**src/hdl/kwmh_pkg.sv**
```systemverilog
// ----------------------------------------------------------------------------
// kwmh_pkg
// Shared types, constants and codes of the k-way merge heap with accumulation.
// ----------------------------------------------------------------------------
package kwmh_pkg;

    localparam int MAX_SOURCES = 64;
    localparam int RANK_BITS   = 24;

    localparam int WORD_W = 24;
    localparam int VAL_W  = 48;
    localparam int SRC_W  = 6;
    localparam int ACT_W  = 2;
    localparam int STS_W  = 2;
    localparam int CNT_W  = $clog2(MAX_SOURCES + 1);
    localparam int ADDR_W = $clog2(MAX_SOURCES);
    localparam int KEY_W  = 2 * RANK_BITS;
    localparam int CMP_W  = ADDR_W + 1;

    typedef logic [RANK_BITS-1:0] t_rank;
    typedef logic [WORD_W-1:0]    t_word;
    typedef logic [CMP_W-1:0]     t_cmp;

    // Action codes
    localparam logic [ACT_W-1:0] ACT_INSERT = 2'd0;
    localparam logic [ACT_W-1:0] ACT_POP    = 2'd1;
    localparam logic [ACT_W-1:0] ACT_FLUSH  = 2'd2;

    // Status codes
    localparam logic [STS_W-1:0] STATUS_OK    = 2'd0;
    localparam logic [STS_W-1:0] STATUS_FULL  = 2'd1;
    localparam logic [STS_W-1:0] STATUS_EMPTY = 2'd2;

    typedef struct packed {
        logic [ACT_W-1:0]  action;
        logic [WORD_W-1:0] in_word1;
        logic [WORD_W-1:0] in_word2;
        logic [VAL_W-1:0]  in_value;
        logic [SRC_W-1:0]  in_source;
    } t_in_item;

    typedef struct packed {
        logic              out_valid;
        logic [WORD_W-1:0] out_word1;
        logic [WORD_W-1:0] out_word2;
        logic [VAL_W-1:0]  out_value;
        logic [SRC_W-1:0]  popped_source;
        logic [CNT_W-1:0]  entry_count;
        logic [STS_W-1:0]  status;
    } t_out_item;

    // One heap slot
    typedef struct packed {
        logic [KEY_W-1:0] key;
        logic [VAL_W-1:0] value;
        logic [SRC_W-1:0] source;
    } t_rec;

    typedef enum logic [3:0] {
        OP_NONE,
        OP_INS_LOAD,
        OP_INS_FULL,
        OP_POP_EMPTY,
        OP_FLUSH,
        OP_RD_PARENT,
        OP_UP_MOVE,
        OP_RD_ROOT_LAST,
        OP_POP_TAKE,
        OP_RD_CHILD,
        OP_DN_MOVE,
        OP_PLACE
    } t_dp_op;

    typedef struct packed {
        t_dp_op op;
        logic   clear;
    } t_dp_cmd;

    typedef struct packed {
        logic full;
        logic empty;
        logic at_root;
        logic no_child;
        logic up_move;
        logic dn_move;
    } t_dp_stat;

    typedef enum logic [2:0] {
        ST_IDLE,
        ST_UP_CHK,
        ST_UP_CMP,
        ST_POP_TAKE,
        ST_DN_CHK,
        ST_DN_CMP,
        ST_DONE
    } t_state;

endpackage

```
**src/hdl/kwmh_ctrl.sv**
```systemverilog
// ----------------------------------------------------------------------------
// kwmh_ctrl
// Sequencer for insert, pop and flush: walks the heap one level per read and compare.
// ----------------------------------------------------------------------------
module kwmh_ctrl (
    input  logic                i_clk,
    input  logic                i_rst_n,
    input  logic                i_start,
    input  logic [1:0]          i_action,
    input  kwmh_pkg::t_dp_stat  i_stat,
    output kwmh_pkg::t_dp_cmd   o_cmd,
    output logic                o_busy,
    output logic                o_done
);

    kwmh_pkg::t_state r_state;
    kwmh_pkg::t_state n_state;

    always_ff @(posedge i_clk) begin
        if (!i_rst_n) begin
            r_state <= kwmh_pkg::ST_IDLE;
        end else begin
            r_state <= n_state;
        end
    end

    always_comb begin
        n_state     = r_state;
        o_cmd.op    = kwmh_pkg::OP_NONE;
        o_cmd.clear = 1'b0;
        o_busy      = 1'b1;
        o_done      = 1'b0;
        case (r_state)
            kwmh_pkg::ST_IDLE: begin
                o_busy = 1'b0;
                if (i_start) begin
                    o_cmd.clear = 1'b1;
                    n_state     = kwmh_pkg::ST_DONE;
                    case (i_action)
                        kwmh_pkg::ACT_INSERT: begin
                            if (i_stat.full) begin
                                o_cmd.op = kwmh_pkg::OP_INS_FULL;
                            end else begin
                                o_cmd.op = kwmh_pkg::OP_INS_LOAD;
                                n_state  = kwmh_pkg::ST_UP_CHK;
                            end
                        end
                        kwmh_pkg::ACT_POP: begin
                            if (i_stat.empty) begin
                                o_cmd.op = kwmh_pkg::OP_POP_EMPTY;
                            end else begin
                                o_cmd.op = kwmh_pkg::OP_RD_ROOT_LAST;
                                n_state  = kwmh_pkg::ST_POP_TAKE;
                            end
                        end
                        kwmh_pkg::ACT_FLUSH: begin
                            o_cmd.op = kwmh_pkg::OP_FLUSH;
                        end
                        default: begin
                            o_cmd.op = kwmh_pkg::OP_NONE;
                        end
                    endcase
                end
            end
            kwmh_pkg::ST_UP_CHK: begin
                if (i_stat.at_root) begin
                    o_cmd.op = kwmh_pkg::OP_PLACE;
                    n_state  = kwmh_pkg::ST_DONE;
                end else begin
                    o_cmd.op = kwmh_pkg::OP_RD_PARENT;
                    n_state  = kwmh_pkg::ST_UP_CMP;
                end
            end
            kwmh_pkg::ST_UP_CMP: begin
                if (i_stat.up_move) begin
                    o_cmd.op = kwmh_pkg::OP_UP_MOVE;
                    n_state  = kwmh_pkg::ST_UP_CHK;
                end else begin
                    o_cmd.op = kwmh_pkg::OP_PLACE;
                    n_state  = kwmh_pkg::ST_DONE;
                end
            end
            kwmh_pkg::ST_POP_TAKE: begin
                o_cmd.op = kwmh_pkg::OP_POP_TAKE;
                n_state  = kwmh_pkg::ST_DN_CHK;
            end
            kwmh_pkg::ST_DN_CHK: begin
                if (i_stat.no_child) begin
                    o_cmd.op = kwmh_pkg::OP_PLACE;
                    n_state  = kwmh_pkg::ST_DONE;
                end else begin
                    o_cmd.op = kwmh_pkg::OP_RD_CHILD;
                    n_state  = kwmh_pkg::ST_DN_CMP;
                end
            end
            kwmh_pkg::ST_DN_CMP: begin
                if (i_stat.dn_move) begin
                    o_cmd.op = kwmh_pkg::OP_DN_MOVE;
                    n_state  = kwmh_pkg::ST_DN_CHK;
                end else begin
                    o_cmd.op = kwmh_pkg::OP_PLACE;
                    n_state  = kwmh_pkg::ST_DONE;
                end
            end
            kwmh_pkg::ST_DONE: begin
                o_done  = 1'b1;
                n_state = kwmh_pkg::ST_IDLE;
            end
            default: begin
                n_state = kwmh_pkg::ST_IDLE;
            end
        endcase
    end

endmodule

```
**config.mk**
```make
export PLATFORM = sky130hd
export DESIGN_NAME = kwmh_ctrl
export DESIGN_NICKNAME = d
export VERILOG_FILES = /design/src/hdl/kwmh_pkg.sv /design/src/hdl/kwmh_ctrl.sv
export SDC_FILE = /design/constraint.sdc
export NUM_CORES = 1
export LEC_CHECK = 0
export ABC_AREA = 0
export BUFFER_PORTS_ARGS = -buffer_cell sky130_fd_sc_hd__buf_2
export CAP_MARGIN = 20
export CORE_AREA = 2 2 39 41
export CTS_CLUSTER_DIAMETER = 150
export DETAILED_ROUTE_END_ITERATION = 6
export DIE_AREA = 0 0 41 43
export PLACE_DENSITY = 0.53
export SLEW_MARGIN = 20
export SYNTH_ARGS = -nofsm -noshare
export SYNTH_HDL_FRONTEND = slang
export SYNTH_SLANG_ARGS = --single-unit
```
**constraint.sdc**
```tcl
create_clock -name i_clk -period 1.9 [get_ports i_clk]
set_clock_uncertainty 0.1 [all_clocks]
set_input_delay 0.38 -clock i_clk [delete_from_list [all_inputs] [get_ports i_clk]]
set_output_delay 0.38 -clock i_clk [all_outputs]
set_load 0.02 [all_outputs]
```
==> qor.yml <==
clock.fmax_mhz: 531
critPathLaunchType: "register"
hp-class: "input port to register"
peakVddDrop_uv: 654
ant_nets: 0
p_switching_mw: 0.458
ys_ff_latch: 3
rsz0062_at_grt: "yes"
yosysTopAreaCellShare_pct: 16.4
crit_required_ps: 1420
post_drt_wl_per_cell_um: 12.1
path_max_fanout: 8
p_comb_share_pct: 71.0
fin_util_pct: 40.9
grt_usage_pct: 12.1
wl_met3_um: 53
yosysTopAreaCell: "dfxtp_1"
crit_arrival_ps: 1400
clock-sinks: 3
drc: 0
m1WireLength_um: 461
crit_family: "simple AND/OR/NAND/NOR gates"
drtPass1Iterations: 4
avgSynthCellArea_um2: 7.33
async_flop_share_pct: 0
cts_tree: "yes"
synth_nets: 61
fill_cells: 141
die_height_um: 43
cts_buffers: 3
wl_um: 1090
vias: 454
cts_hold_buf: 0
regMostFlops: "r_state"
leakage_nw: 0.254
powerDensity_mw_per_mm2: 1740
cpMaxStageDelayCell: "or3_1"
cts.reportedPaths.clkPinSlew_ps: 40
critPathKind: "register to output port"
h-tree-depth: 1
diodes: 0
end_kind: "output port"
synthCells: 50
yosys_warnings: 0
path_cells: "buf_4, or3_1, o311ai_2, buf_4"
relSlewSlack_pct: 76.1
io_buffers: 17
dp_slack_ps: 133
placed_area_um2: 465
cts.path.max_buffers: 2
synth_edf_count: 0
p_sw_share_pct: 46.6
critical_path_buf_inv_count: 2
tightest_slew_ps: 354
grt.overflow.total: 0
fp.coreArea_mm2: 0.00138
initial_core_util_pct: 26.5
status: "complete, no violations"
dr_wl_met2_um: 573
worst_path_largest_cell_delay_ps: 390
routed_via_density: 5.04
grt_pass1_wl_um: 1470
power.internal_mw: 0.525
die_w_um: 41
routabilityCongestion: 0.745
synth_seq_area_share_pct: 16.4
largestRegisters: "r_state: 3 flops"
postLayoutCellArea_um2: 566
fin_crit_ps: 1880
whs_ps: 348
pwr-share-clk_pct: 11.3
hold_viol_final: 0
yosys_most_used_dff: "dfxtp_1"
ctsRootBufferMaster: "clkbuf_4"
p_seq_share_pct: 17.8
num_rows: 14
power_mw: 0.983
io_pins: 18
antenna_found_initial: 0
clock_latency_ps: 230
crit_path_frequent_cell: "buf_4"
synth.area.top_cells: "dfxtp_1 16%, a21o_1 6.1%, nand2_1 6.1%"
fin_nets: 86
largest_reg_flops: 3
dp_hpwl_um: 746
dieArea_mm2: 0.00176
finalSetupViolCount: 0
drt_iter0_drc: 11
cap_violations: 0
syn_area_um2: 367
final.period_utilization_pct: 99.2
area_growth_pct: 54.3
maxSlewViolCount: 0
fin_ws_ps: 16.0
drive_gt1_share_pct: 50.0
top_layer_used: "met3"
grt_max_degree: 14
grt_pass1_vias: 357
netlist-cell-type-count: 28
-- per-layer routing --
metal | vias to the layer above | GRT usage [%]
met5 | - | 0
met4 | 0 | 4.00
met3 | 0 | 4.71
met2 | 11 | 16.9
met1 | 205 | 16.7
li1 | 238 | -
-- tightest hold or removal path: stages --
cell and delay [ps]:
buf_2 100, nand3_1 120, a21oi_2 40
-- layout by cell type (no fill, tap or decap) --
cell type | netlist | final
or3_1 | 1 | 1
o21ai_0 | 2 | 2
nor4b_1 | 1 | 1
a21oi_2 | 1 | 1
or4_1 | 1 | 1
and3b_1 | 1 | 1
o22ai_1 | 1 | 1
o311ai_2 | 0 | 2
nor3_4 | 1 | 1
clkbuf_1 | 0 | 1
clkbuf_4 | 0 | 3
a31oi_1 | 3 | 2
nand2b_1 | 1 | 1
dfxtp_4 | 0 | 2
nand3_1 | 1 | 1
a31oi_2 | 0 | 1
a21oi_1 | 2 | 2
o32a_1 | 1 | 1
nor3b_1 | 2 | 2
nand3b_1 | 2 | 2
buf_2 | 2 | 14
nor2b_1 | 1 | 1
nand2_1 | 6 | 5
nand2_2 | 0 | 1
buf_4 | 1 | 10
or3b_1 | 2 | 2
clkinvlp_4 | 0 | 1
nor2_1 | 2 | 2
o31ai_1 | 1 | 1
a21o_1 | 3 | 3
nand4b_1 | 1 | 1
inv_1 | 4 | 3
dfxtp_2 | 0 | 1
-- synth_stat cells, drive strengths merged, types with 2 or more instances --
| cell type | instances |
|---|---|
| nand2 | 6 |
| buf | 4 |
| inv | 4 |
| a21o | 3 |
| a21oi | 3 |
| a31oi | 3 |
| dfxtp | 3 |
| nand3b | 2 |
| nor2 | 2 |
| nor3b | 2 |
| o21ai | 2 |
| o311ai | 2 |
| or3b | 2 |
-- cells by family (layout without fill, tap and decap cells) --
kind of cell / Yosys count / count (layout) / synth area share (%)
buffers and inverters: 8 / 32 / 11.9
and+or+nand+nor: 23 / 23 / 41.3
DFF: 3 / 3 / 16.4
AOI/OAI and AO/OA: 16 / 16 / 30.4
-- power groups by stage --
stage	sequential, mW	clock [mW]	combinational [mW]
floorplan	0.103	0	0.464
global placement	0.160	0	0.566
detailed placement	0.158	0	0.562
CTS	0.163	0.113	0.571
global route	0.182	0.122	0.755
finish	0.175	0.111	0.698
-- per-stage QoR --
stage	cells	setup TNS (ps)
3_5_place_dp	82	0
6_report	90	0
2_1_floorplan	50	0
5_1_grt	90	-126
3_3_place_gp	82	0
4_1_cts	86	0
-- layout make-up --
cell class                      count  area (µm²)  share of cell area [%]
Multi-Input combinational cell     39         287                    50.7
Timing Repair Buffer               24         145                    25.7
Sequential cell                     3        68.8                    12.2
Clock buffer                        4        26.3                    4.65
Tap cell                           16        20.0                    3.54
Inverter                            4        18.8                    3.32
-- worst paths after layout --
check	from	end	slack (ps)	cells past startpoint
hold reg to reg	r_state[0]	r_state[0]	510	2
setup reg to reg	r_state[1]	r_state[0]	430	5
setup / recovery	r_state[0]	o_cmd[2]	20	4
hold / removal	i_rst_n	r_state[0]	350	3
-- timing repair --
item	in CTS	in global routing
pin swaps	0	3
endpoints found under the hold margin	0	0
gates cloned	0	0
setup endpoints to repair	4	3
setup buffers	0	4
resized for setup	4	9
Note: power is estimated with default switching activity, not from simulation.
